===== src/rtl/core/sorted_priority_queue_defines.svh =====
// Assertion macros for the sorted priority queue.
// Included by the RTL files that carry concurrent checks; needs a clock and reset in scope.
`ifndef SORTED_PRIORITY_QUEUE_DEFINES_SVH
`define SORTED_PRIORITY_QUEUE_DEFINES_SVH

// Same-cycle implication, disabled during reset
`define SPQ_ASSERT_NOW(label, ante, cons) \
   label: assert property (@(posedge clock) disable iff (reset) (ante) |-> (cons)) \
      else $error("sorted_priority_queue: check failed");

// Next-cycle implication, disabled during reset
`define SPQ_ASSERT_NEXT(label, ante, cons) \
   label: assert property (@(posedge clock) disable iff (reset) (ante) |=> (cons)) \
      else $error("sorted_priority_queue: check failed");

`endif


===== src/rtl/core/spq_pkg.sv =====
// Shared constants, codes and types of the sorted priority queue.
// No dependencies; every other file except the assertion macro header imports it.
package spq_pkg;

   localparam int QUEUE_DEPTH = 16;
   localparam int TAG_BITS    = 16;
   localparam int PRI_BITS    = 32;
   localparam int COUNT_BITS  = $clog2(QUEUE_DEPTH + 1);

   typedef enum logic [1:0] {
      OP_ENQUEUE = 2'd0,
      OP_DEQUEUE = 2'd1,
      OP_CLEAR   = 2'd2
   } op_type;

   typedef enum logic [1:0] {
      ST_OK       = 2'd0,
      ST_EMPTY    = 2'd1,
      ST_FULL     = 2'd2
   } status_type;

   // One queue slot
   typedef struct packed {
      logic                valid;
      logic [TAG_BITS-1:0] tag;
      logic [PRI_BITS-1:0] pri;
   } entry_type;

   // Broadcast from the top level to every cell
   typedef struct packed {
      logic      enq;
      logic      deq;
      logic      clr;
      entry_type fresh;
   } cell_ctrl_type;

endpackage


===== src/rtl/core/spq_channels.sv =====
// Request and response channel interfaces of the sorted priority queue.
// Depends on spq_pkg.
interface spq_req_if
   import spq_pkg::*;
   ();
   logic                valid;
   logic                ready;
   logic [1:0]          operation;
   logic [15:0]         item_tag;
   logic signed [31:0]  item_priority;

   modport source (output valid, operation, item_tag, item_priority, input ready);
   modport sink   (input valid, operation, item_tag, item_priority, output ready);
endinterface

interface spq_rsp_if
   import spq_pkg::*;
   ();
   logic                valid;
   logic                ready;
   logic [15:0]         removed_tag;
   logic [15:0]         head_tag;
   logic signed [31:0]  head_priority;
   logic [4:0]          occupancy;
   logic                is_empty;
   logic [1:0]          status;

   modport source (output valid, removed_tag, head_tag, head_priority, occupancy,
                   is_empty, status, input ready);
   modport sink   (input valid, removed_tag, head_tag, head_priority, occupancy,
                   is_empty, status, output ready);
endinterface


===== src/rtl/core/spq_cell.sv =====
// One slot of the sorted shift chain: holds an entry, compares, and shifts.
// Depends on spq_pkg.
module spq_cell
   import spq_pkg::*;
(
   input  logic          clock,
   input  logic          reset,
   input  cell_ctrl_type ctrl,
   input  entry_type     left_entry,
   input  logic          left_gt,
   input  entry_type     right_entry,
   output entry_type     cur_entry,
   output entry_type     nxt_entry,
   output logic          gt
);

   entry_type entry_ff;
   entry_type entry_in;

   // Held entry ranks behind the new item
   assign gt = entry_ff.valid && ($signed(entry_ff.pri) > $signed(ctrl.fresh.pri));

   // Next slot content
   always_comb begin
      entry_in = entry_ff;
      priority if (ctrl.clr) begin
         entry_in.valid = 1'b0;
      end else if (ctrl.enq) begin
         if (left_gt) begin
            entry_in = left_entry;
         end else if ((gt || !entry_ff.valid) && left_entry.valid) begin
            entry_in = ctrl.fresh;
         end
      end else if (ctrl.deq) begin
         entry_in = right_entry;
      end
   end

   always_ff @(posedge clock) begin
      if (reset) begin
         entry_ff.valid <= 1'b0;
      end else begin
         entry_ff <= entry_in;
      end
   end

   assign cur_entry = entry_ff;
   assign nxt_entry = entry_in;

endmodule


===== src/rtl/core/sorted_priority_queue.sv =====
// Sorted priority queue: a chain of QUEUE_DEPTH cells kept in ascending priority order.
// The result of an item is offered in the cycle after it is accepted.
// Throughput: one item per cycle while results are taken; the whole chain updates in
// the accept cycle and the response register frees as soon as its item is taken.
// Reset clears the occupancy, all slot valid bits and the response valid; slot
// payloads stay undefined until written.
`include "sorted_priority_queue_defines.svh"

module sorted_priority_queue
   import spq_pkg::*;
(
   input  logic      clock,
   input  logic      reset,
   spq_req_if.sink   req_chan,
   spq_rsp_if.source rsp_chan
);

   cell_ctrl_type ctrl;
   entry_type     cur [QUEUE_DEPTH];
   entry_type     nxt [QUEUE_DEPTH];
   logic          gt  [QUEUE_DEPTH];
   logic [QUEUE_DEPTH-1:0] cell_valid;
   logic [QUEUE_DEPTH:0]   valid_ext;
   logic                   deq_on_empty;

   logic [COUNT_BITS-1:0] count_ff, count_in;
   logic                  rsp_valid_ff;
   logic [15:0]           removed_tag_ff, removed_tag_in;
   logic [15:0]           head_tag_ff, head_tag_in;
   logic [31:0]           head_pri_ff, head_pri_in;
   status_type            status_ff, status_in;

   logic   req_fire;
   logic   full, empty;
   op_type op;

   // Input handshake: take an item whenever the response slot is free or draining
   assign req_chan.ready = !rsp_valid_ff || rsp_chan.ready;
   assign req_fire       = req_chan.valid && req_chan.ready;
   assign op             = op_type'(req_chan.operation);
   assign full           = (count_ff == COUNT_BITS'(QUEUE_DEPTH));
   assign empty          = (count_ff == '0);

   // Broadcast control
   always_comb begin
      ctrl.enq         = req_fire && (op == OP_ENQUEUE) && !full;
      ctrl.deq         = req_fire && (op == OP_DEQUEUE) && !empty;
      ctrl.clr         = req_fire && (op == OP_CLEAR);
      ctrl.fresh.valid = 1'b1;
      ctrl.fresh.tag   = req_chan.item_tag[TAG_BITS-1:0];
      ctrl.fresh.pri   = req_chan.item_priority;
   end

   // Cell chain
   for (genvar i = 0; i < QUEUE_DEPTH; i++) begin : g_cell
      entry_type left_e, right_e;
      logic      left_g;
      if (i == 0) begin : g_head
         assign left_e = '{valid: 1'b1, tag: '0, pri: '0};
         assign left_g = 1'b0;
      end else begin : g_body
         assign left_e = cur[i-1];
         assign left_g = gt[i-1];
      end
      if (i == QUEUE_DEPTH - 1) begin : g_tail
         assign right_e = '{valid: 1'b0, tag: '0, pri: '0};
      end else begin : g_mid
         assign right_e = cur[i+1];
      end
      spq_cell u_cell (
         .clock       (clock),
         .reset       (reset),
         .ctrl        (ctrl),
         .left_entry  (left_e),
         .left_gt     (left_g),
         .right_entry (right_e),
         .cur_entry   (cur[i]),
         .nxt_entry   (nxt[i]),
         .gt          (gt[i])
      );
      assign cell_valid[i] = cur[i].valid;
   end

   // Occupancy and response contents
   always_comb begin
      count_in       = count_ff;
      removed_tag_in = '0;
      status_in      = ST_OK;
      priority if (ctrl.clr) begin
         count_in = '0;
      end else if (ctrl.enq) begin
         count_in = count_ff + COUNT_BITS'(1);
      end else if (ctrl.deq) begin
         count_in       = count_ff - COUNT_BITS'(1);
         removed_tag_in = 16'(cur[0].tag);
      end
      unique case (op)
         OP_ENQUEUE: if (full) status_in = ST_FULL;
         OP_DEQUEUE: if (empty) status_in = ST_EMPTY;
         OP_CLEAR:   status_in = ST_OK;
         default:    status_in = ST_OK;
      endcase
      if (count_in == '0) begin
         head_tag_in = '0;
         head_pri_in = '0;
      end else begin
         head_tag_in = 16'(nxt[0].tag);
         head_pri_in = nxt[0].pri;
      end
   end

   // Control registers
   always_ff @(posedge clock) begin
      if (reset) begin
         count_ff     <= '0;
         rsp_valid_ff <= 1'b0;
      end else begin
         if (req_fire) begin
            count_ff <= count_in;
         end
         if (req_fire) begin
            rsp_valid_ff <= 1'b1;
         end else if (rsp_chan.ready) begin
            rsp_valid_ff <= 1'b0;
         end
      end
   end

   // Response payload
   always_ff @(posedge clock) begin
      if (req_fire) begin
         removed_tag_ff <= removed_tag_in;
         head_tag_ff    <= head_tag_in;
         head_pri_ff    <= head_pri_in;
         status_ff      <= status_in;
      end
   end

   assign rsp_chan.valid         = rsp_valid_ff;
   assign rsp_chan.removed_tag   = removed_tag_ff;
   assign rsp_chan.head_tag      = head_tag_ff;
   assign rsp_chan.head_priority = head_pri_ff;
   assign rsp_chan.occupancy     = 5'(count_ff);
   assign rsp_chan.is_empty      = (count_ff == '0);
   assign rsp_chan.status        = status_ff;

   // Check terms
   assign valid_ext    = {1'b0, cell_valid};
   assign deq_on_empty = req_fire && (op == OP_DEQUEUE) && empty;

   // Checks: valid bits match the count and stay packed at the head; a dequeue on empty reports ST_EMPTY
   `SPQ_ASSERT_NOW(a_count_matches, 1'b1, $countones(cell_valid) == 32'(count_ff))
   `SPQ_ASSERT_NOW(a_valid_packed, 1'b1, ((valid_ext + 1'b1) & valid_ext) == '0)
   `SPQ_ASSERT_NEXT(a_deq_empty, deq_on_empty, rsp_valid_ff && (status_ff == ST_EMPTY) && empty)

endmodule


===== src/flat_wrapper.sv =====
// flat-port wrapper written by rule: the top's interface ports become plain ports
module sorted_priority_queue_flat import spq_pkg::*;
  (clock, reset, req_chan_valid, req_chan_operation, req_chan_item_tag, req_chan_item_priority, req_chan_ready, rsp_chan_valid, rsp_chan_removed_tag, rsp_chan_head_tag, rsp_chan_head_priority, rsp_chan_occupancy, rsp_chan_is_empty, rsp_chan_status, rsp_chan_ready);
  spq_req_if req_chan_i ();
  spq_rsp_if rsp_chan_i ();
  input  logic clock;
  input  logic reset;
  input wire logic [$bits(req_chan_i.valid)-1:0] req_chan_valid;
  input wire logic [$bits(req_chan_i.operation)-1:0] req_chan_operation;
  input wire logic [$bits(req_chan_i.item_tag)-1:0] req_chan_item_tag;
  input wire logic [$bits(req_chan_i.item_priority)-1:0] req_chan_item_priority;
  output wire logic [$bits(req_chan_i.ready)-1:0] req_chan_ready;
  output wire logic [$bits(rsp_chan_i.valid)-1:0] rsp_chan_valid;
  output wire logic [$bits(rsp_chan_i.removed_tag)-1:0] rsp_chan_removed_tag;
  output wire logic [$bits(rsp_chan_i.head_tag)-1:0] rsp_chan_head_tag;
  output wire logic [$bits(rsp_chan_i.head_priority)-1:0] rsp_chan_head_priority;
  output wire logic [$bits(rsp_chan_i.occupancy)-1:0] rsp_chan_occupancy;
  output wire logic [$bits(rsp_chan_i.is_empty)-1:0] rsp_chan_is_empty;
  output wire logic [$bits(rsp_chan_i.status)-1:0] rsp_chan_status;
  input wire logic [$bits(rsp_chan_i.ready)-1:0] rsp_chan_ready;
  assign req_chan_i.valid = req_chan_valid;
  assign req_chan_i.operation = req_chan_operation;
  assign req_chan_i.item_tag = req_chan_item_tag;
  assign req_chan_i.item_priority = req_chan_item_priority;
  assign req_chan_ready = req_chan_i.ready;
  assign rsp_chan_valid = rsp_chan_i.valid;
  assign rsp_chan_removed_tag = rsp_chan_i.removed_tag;
  assign rsp_chan_head_tag = rsp_chan_i.head_tag;
  assign rsp_chan_head_priority = rsp_chan_i.head_priority;
  assign rsp_chan_occupancy = rsp_chan_i.occupancy;
  assign rsp_chan_is_empty = rsp_chan_i.is_empty;
  assign rsp_chan_status = rsp_chan_i.status;
  assign rsp_chan_i.ready = rsp_chan_ready;
  sorted_priority_queue u_core (.clock(clock), .reset(reset), .req_chan(req_chan_i), .rsp_chan(rsp_chan_i));
endmodule

===== config.mk =====
export PLATFORM = sky130hd
export DESIGN_NAME = sorted_priority_queue_flat
export DESIGN_NICKNAME = d
export VERILOG_FILES = /design/src/rtl/core/spq_pkg.sv /design/src/rtl/core/spq_channels.sv /design/src/rtl/core/spq_cell.sv /design/src/rtl/core/sorted_priority_queue.sv /design/src/flat_wrapper.sv
export VERILOG_INCLUDE_DIRS = /design/src /design/src/rtl/core
export SDC_FILE = /design/constraint.sdc
export NUM_CORES = 2
export LEC_CHECK = 0
export ABC_AREA = 0
export BUFFER_PORTS_ARGS = -buffer_cell sky130_fd_sc_hd__buf_2
export CAP_MARGIN = 25
export CORE_MARGIN = 2
export CORE_UTILIZATION = 45
export CTS_BUF_LIST = sky130_fd_sc_hd__clkbuf_8
export CTS_CLUSTER_SIZE = 12
export DETAILED_ROUTE_END_ITERATION = 6
export GPL_TIMING_DRIVEN = 0
export HOLD_SLACK_MARGIN = 0.05
export SLEW_MARGIN = 20
export SYNTH_ARGS = -nofsm -noshare
export SYNTH_HDL_FRONTEND = slang
export SYNTH_SLANG_ARGS = --single-unit

===== constraint.sdc =====
create_clock -name clock -period 9.2 [get_ports clock]
set_input_delay 0.46 -clock clock [delete_from_list [all_inputs] [get_ports clock]]
set_output_delay 0.46 -clock clock [all_outputs]
set_load 0.005 [all_outputs]

==> impl_metrics.tcl <==
set metrics [dict create \
    grt_max_degree 47 \
    wl_per_cell_um 34.6 \
    cts-root-buf "clkbuf_8" \
    syn-mean-instance-area_um2 10.2 \
    rsz0062_at_grt "false" \
    peakVddDrop_mv 0.143 \
    die_h_um 349 \
    cp.required_ns 9.79 \
    fmax_mhz 157 \
    synth.area.top_cells "edfxtp_1, ha_1, o211ai_1" \
    worstRegToRegCells 10 \
    synth_edf_count 834 \
    drc 7 \
    grt_remaining_overflow 0 \
    worst_ep_arrival_time_ns 6.95 \
    syn_nets 5809 \
    hold_viol_final 0 \
    finalNetCount 6233 \
    synth_common_cells "nand2_1, edfxtp_1, ha_1, o211ai_1, nand3_1" \
    area_delta_synth_final_pct 14.0 \
    vias_per_cell 6.83 \
    r2r_setup_slack_ns 3.25 \
    global_route.usage.total_pct 40.8 \
    fin_crit_ns 6.36 \
    setup_ws_ns 2.84 \
    p_leak_nw 25.0 \
    die_x_um 349 \
    cp_max_fo 16 \
    core_um2 118000 \
    clock_sink_count 856 \
    cts_buffers 158 \
    cts_resized 0 \
    synthMostInstantiatedCell "nand2_1" \
    start_kind "primary input" \
    violations "design-rule violations" \
    dr.pass1.iters 7 \
    ys_warn_count 0 \
    end_kind "flop" \
    wl_mm 254 \
    io_pins 128 \
    drtIter0Drc 7952 \
    row_count 126 \
    r2r_start "u_core.g_cell[12].u_cell.cur_entry[15]" \
    synth_top_area_share_pct 46.7 \
    portBuffers 125 \
    htree_levels 4 \
    hpwl_mm 193 \
    synthArstFlopShare_pct 0 \
    cts_tree "yes" \
    dieArea_um2 122000 \
    place.gp.congestion 1.02 \
    post-cts-setup-buffer-count 0 \
    multi_input_area_um2 26600 \
    yosysTopAreaCell "edfxtp_1" \
    r2r_end "u_core.g_cell[13].u_cell.cur_entry[15]" \
    finalClockSkew_ns 0.0416 \
    initial_core_util_pct 45.4 \
    worstHoldPathCells 3 \
    clk_latency_ns 0.90 \
    final_cells 7325 \
    relSlewSlack_pct 18.8 \
    dpl.cell_count 7006 \
    grt_pass1_wl_mm 352 \
    synth_seq_area_share_pct 47.5 \
    netlist_area_um2 53700 \
    clk_pin_slew_ns 0.06 \
    antenna_found_initial 15 \
    utilization_pct 51.8 \
    nFillCells 10900 \
    ant_nets 0 \
    ys_types 79 \
    finalSetupViolations 0 \
    finalMaxSlewViolations 0 \
    hold_path.class "primary input to flop" \
    min_period_over_period_pct 69.2 \
    hold_end "u_core.g_cell[10].u_cell.cur_entry[20]" \
    pre_cts_slack_ns 2.95 \
    grt_pass1_vias 47200 \
    holdCritStartpoint "req_chan_item_priority[20]" \
    timing_worst_setup_path_type "primary input to flop" \
    netlist_instances 5241 \
    maxCapViolCount 0 \
    layout.area.seq_um2 25500 \
    tightest_slew_ns 1.22 \
    powerDensity_nw_per_um2 159 \
    clockBufferDepth 3 \
    layout-drive-gt1-share_pct 10.5 \
    vias 50100 \
    synthFlopType "edfxtp_1" \
    status "finished with violations" \
    synth-seq-cells 856 \
]
==> critical path, cell delays in order <==
cell	delay (ns)
dlygate4sd3_1	0.53
buf_2	0.17
inv_1	0.66
ha_1	0.35
nand4_1	0.26
nor4_1	0.89
a21boi_0	0.61
o41ai_2	0.28
nand3_1	0.32
mux2i_4	0.77
clkbuf_1	0.90
buf_2	0.55
o211ai_1	0.13
==> power breakdown <==
group | internal, mW | switching, mW | total (mW)
clock | 1.87 | 1.85 | 3.72
sequential | 4.42 | 0.105 | 4.53
combinational | 0.451 | 1.03 | 1.48
total | 6.75 | 2.98 | 9.73
==> cells by family (layout without fill, tap and decap cells) <==
kind of cell | after synthesis | after routing | synth area share, %
flops | 856 | 856 | 47.5
buf+inv | 475 | 1018 | 3.69
xor+xnor | 5 | 5 | 0.0816
simple gates | 1797 | 1797 | 15.2
compound gates | 1344 | 1344 | 16.9
other cells | 0 | 5 | 0
mux | 250 | 250 | 4.67
fa+ha+maj | 514 | 514 | 12.0
==> cells in the final DEF (no fill, tap or decap), types with 160 or more instances in the layout <==
master,count
buf_2,186
clkbuf_1,277
a21oi_1,275
ha_1,514
nand3_1,484
o211ai_1,489
nand2_1,943
o21ai_0,212
edfxtp_1,834
mux2i_1,243
clkbuf_8,160
==> through the flow <==
| step | hold slack, ns | area [µm²] | power (mW) | setup TNS (ns) |
|---|---|---|---|---|
| finish | 0.0857 | 61200 | 9.73 | 0 |
| global route | 0.110 | 61200 | 9.94 | 0 |
| CTS | 0.0536 | 61100 | 9.64 | 0 |
| detailed placement | 0.508 | 57900 | 6.01 | 0 |
| global placement | 0.485 | 56200 | 5.96 | -2962.60 |
| floorplan | 0.467 | 53700 | 5.36 | 0 |
==> sequential cells by signal, summed over array words and instances (netlist names) <==
name                            cells
u_core.rsp_chan.head_tag           16
u_core.rsp_chan.occupancy           5
u_core.rsp_chan.status              2
u_core.rsp_chan.valid               1
u_core.rsp_chan.removed_tag        16
u_core.g_cell.u_cell.cur_entry    784
u_core.rsp_chan.head_priority      32
==> area by class of cell <==
type                            instances  area share, %
Multi-Input combinational cell       3910           43.4
Timing Repair Buffer                  264           3.71
Antenna cell                            5         0.0204
Clock inverter                        119           1.24
Inverter                               79          0.488
Buffer                                396           2.79
Clock buffer                          160           3.60
Sequential cell                       856           41.6
Tap cell                             1536           3.14
==> worst max path at each step <==
stage	from	end	slack, ns	depth (start not counted)
floorplan	rsp_chan_ready	u_core.g_cell[7].u_cell.cur_entry[0]	2.23	10
global route	req_chan_item_priority[15]	u_core.g_cell[13].u_cell.cur_entry[11]	2.86	13
global placement	rsp_chan_ready	u_core.g_cell[7].u_cell.cur_entry[11]	-6.08	10
CTS	req_chan_item_priority[15]	u_core.g_cell[13].u_cell.cur_entry[15]	3.32	13
finish	req_chan_item_priority[15]	u_core.g_cell[13].u_cell.cur_entry[15]	2.84	13
detailed placement	req_chan_item_priority[15]	u_core.g_cell[13].u_cell.cur_entry[11]	2.95	12
==> what timing repair did <==
item	4_1_cts	5_1_grt
hold buffers	30	0
endpoints found under the setup margin	0	0
hold endpoints to repair	63	0
==> layer usage <==
layer	vias to the layer above	global-route usage, %	routed length [µm]
li1	21100	-	-
met1	24700	54.6	99700
met2	3653	57.8	104000
met3	671	11.6	31300
met4	12	26.2	18400
met5	-	0	81
Power figures use the tool's default switching activity.
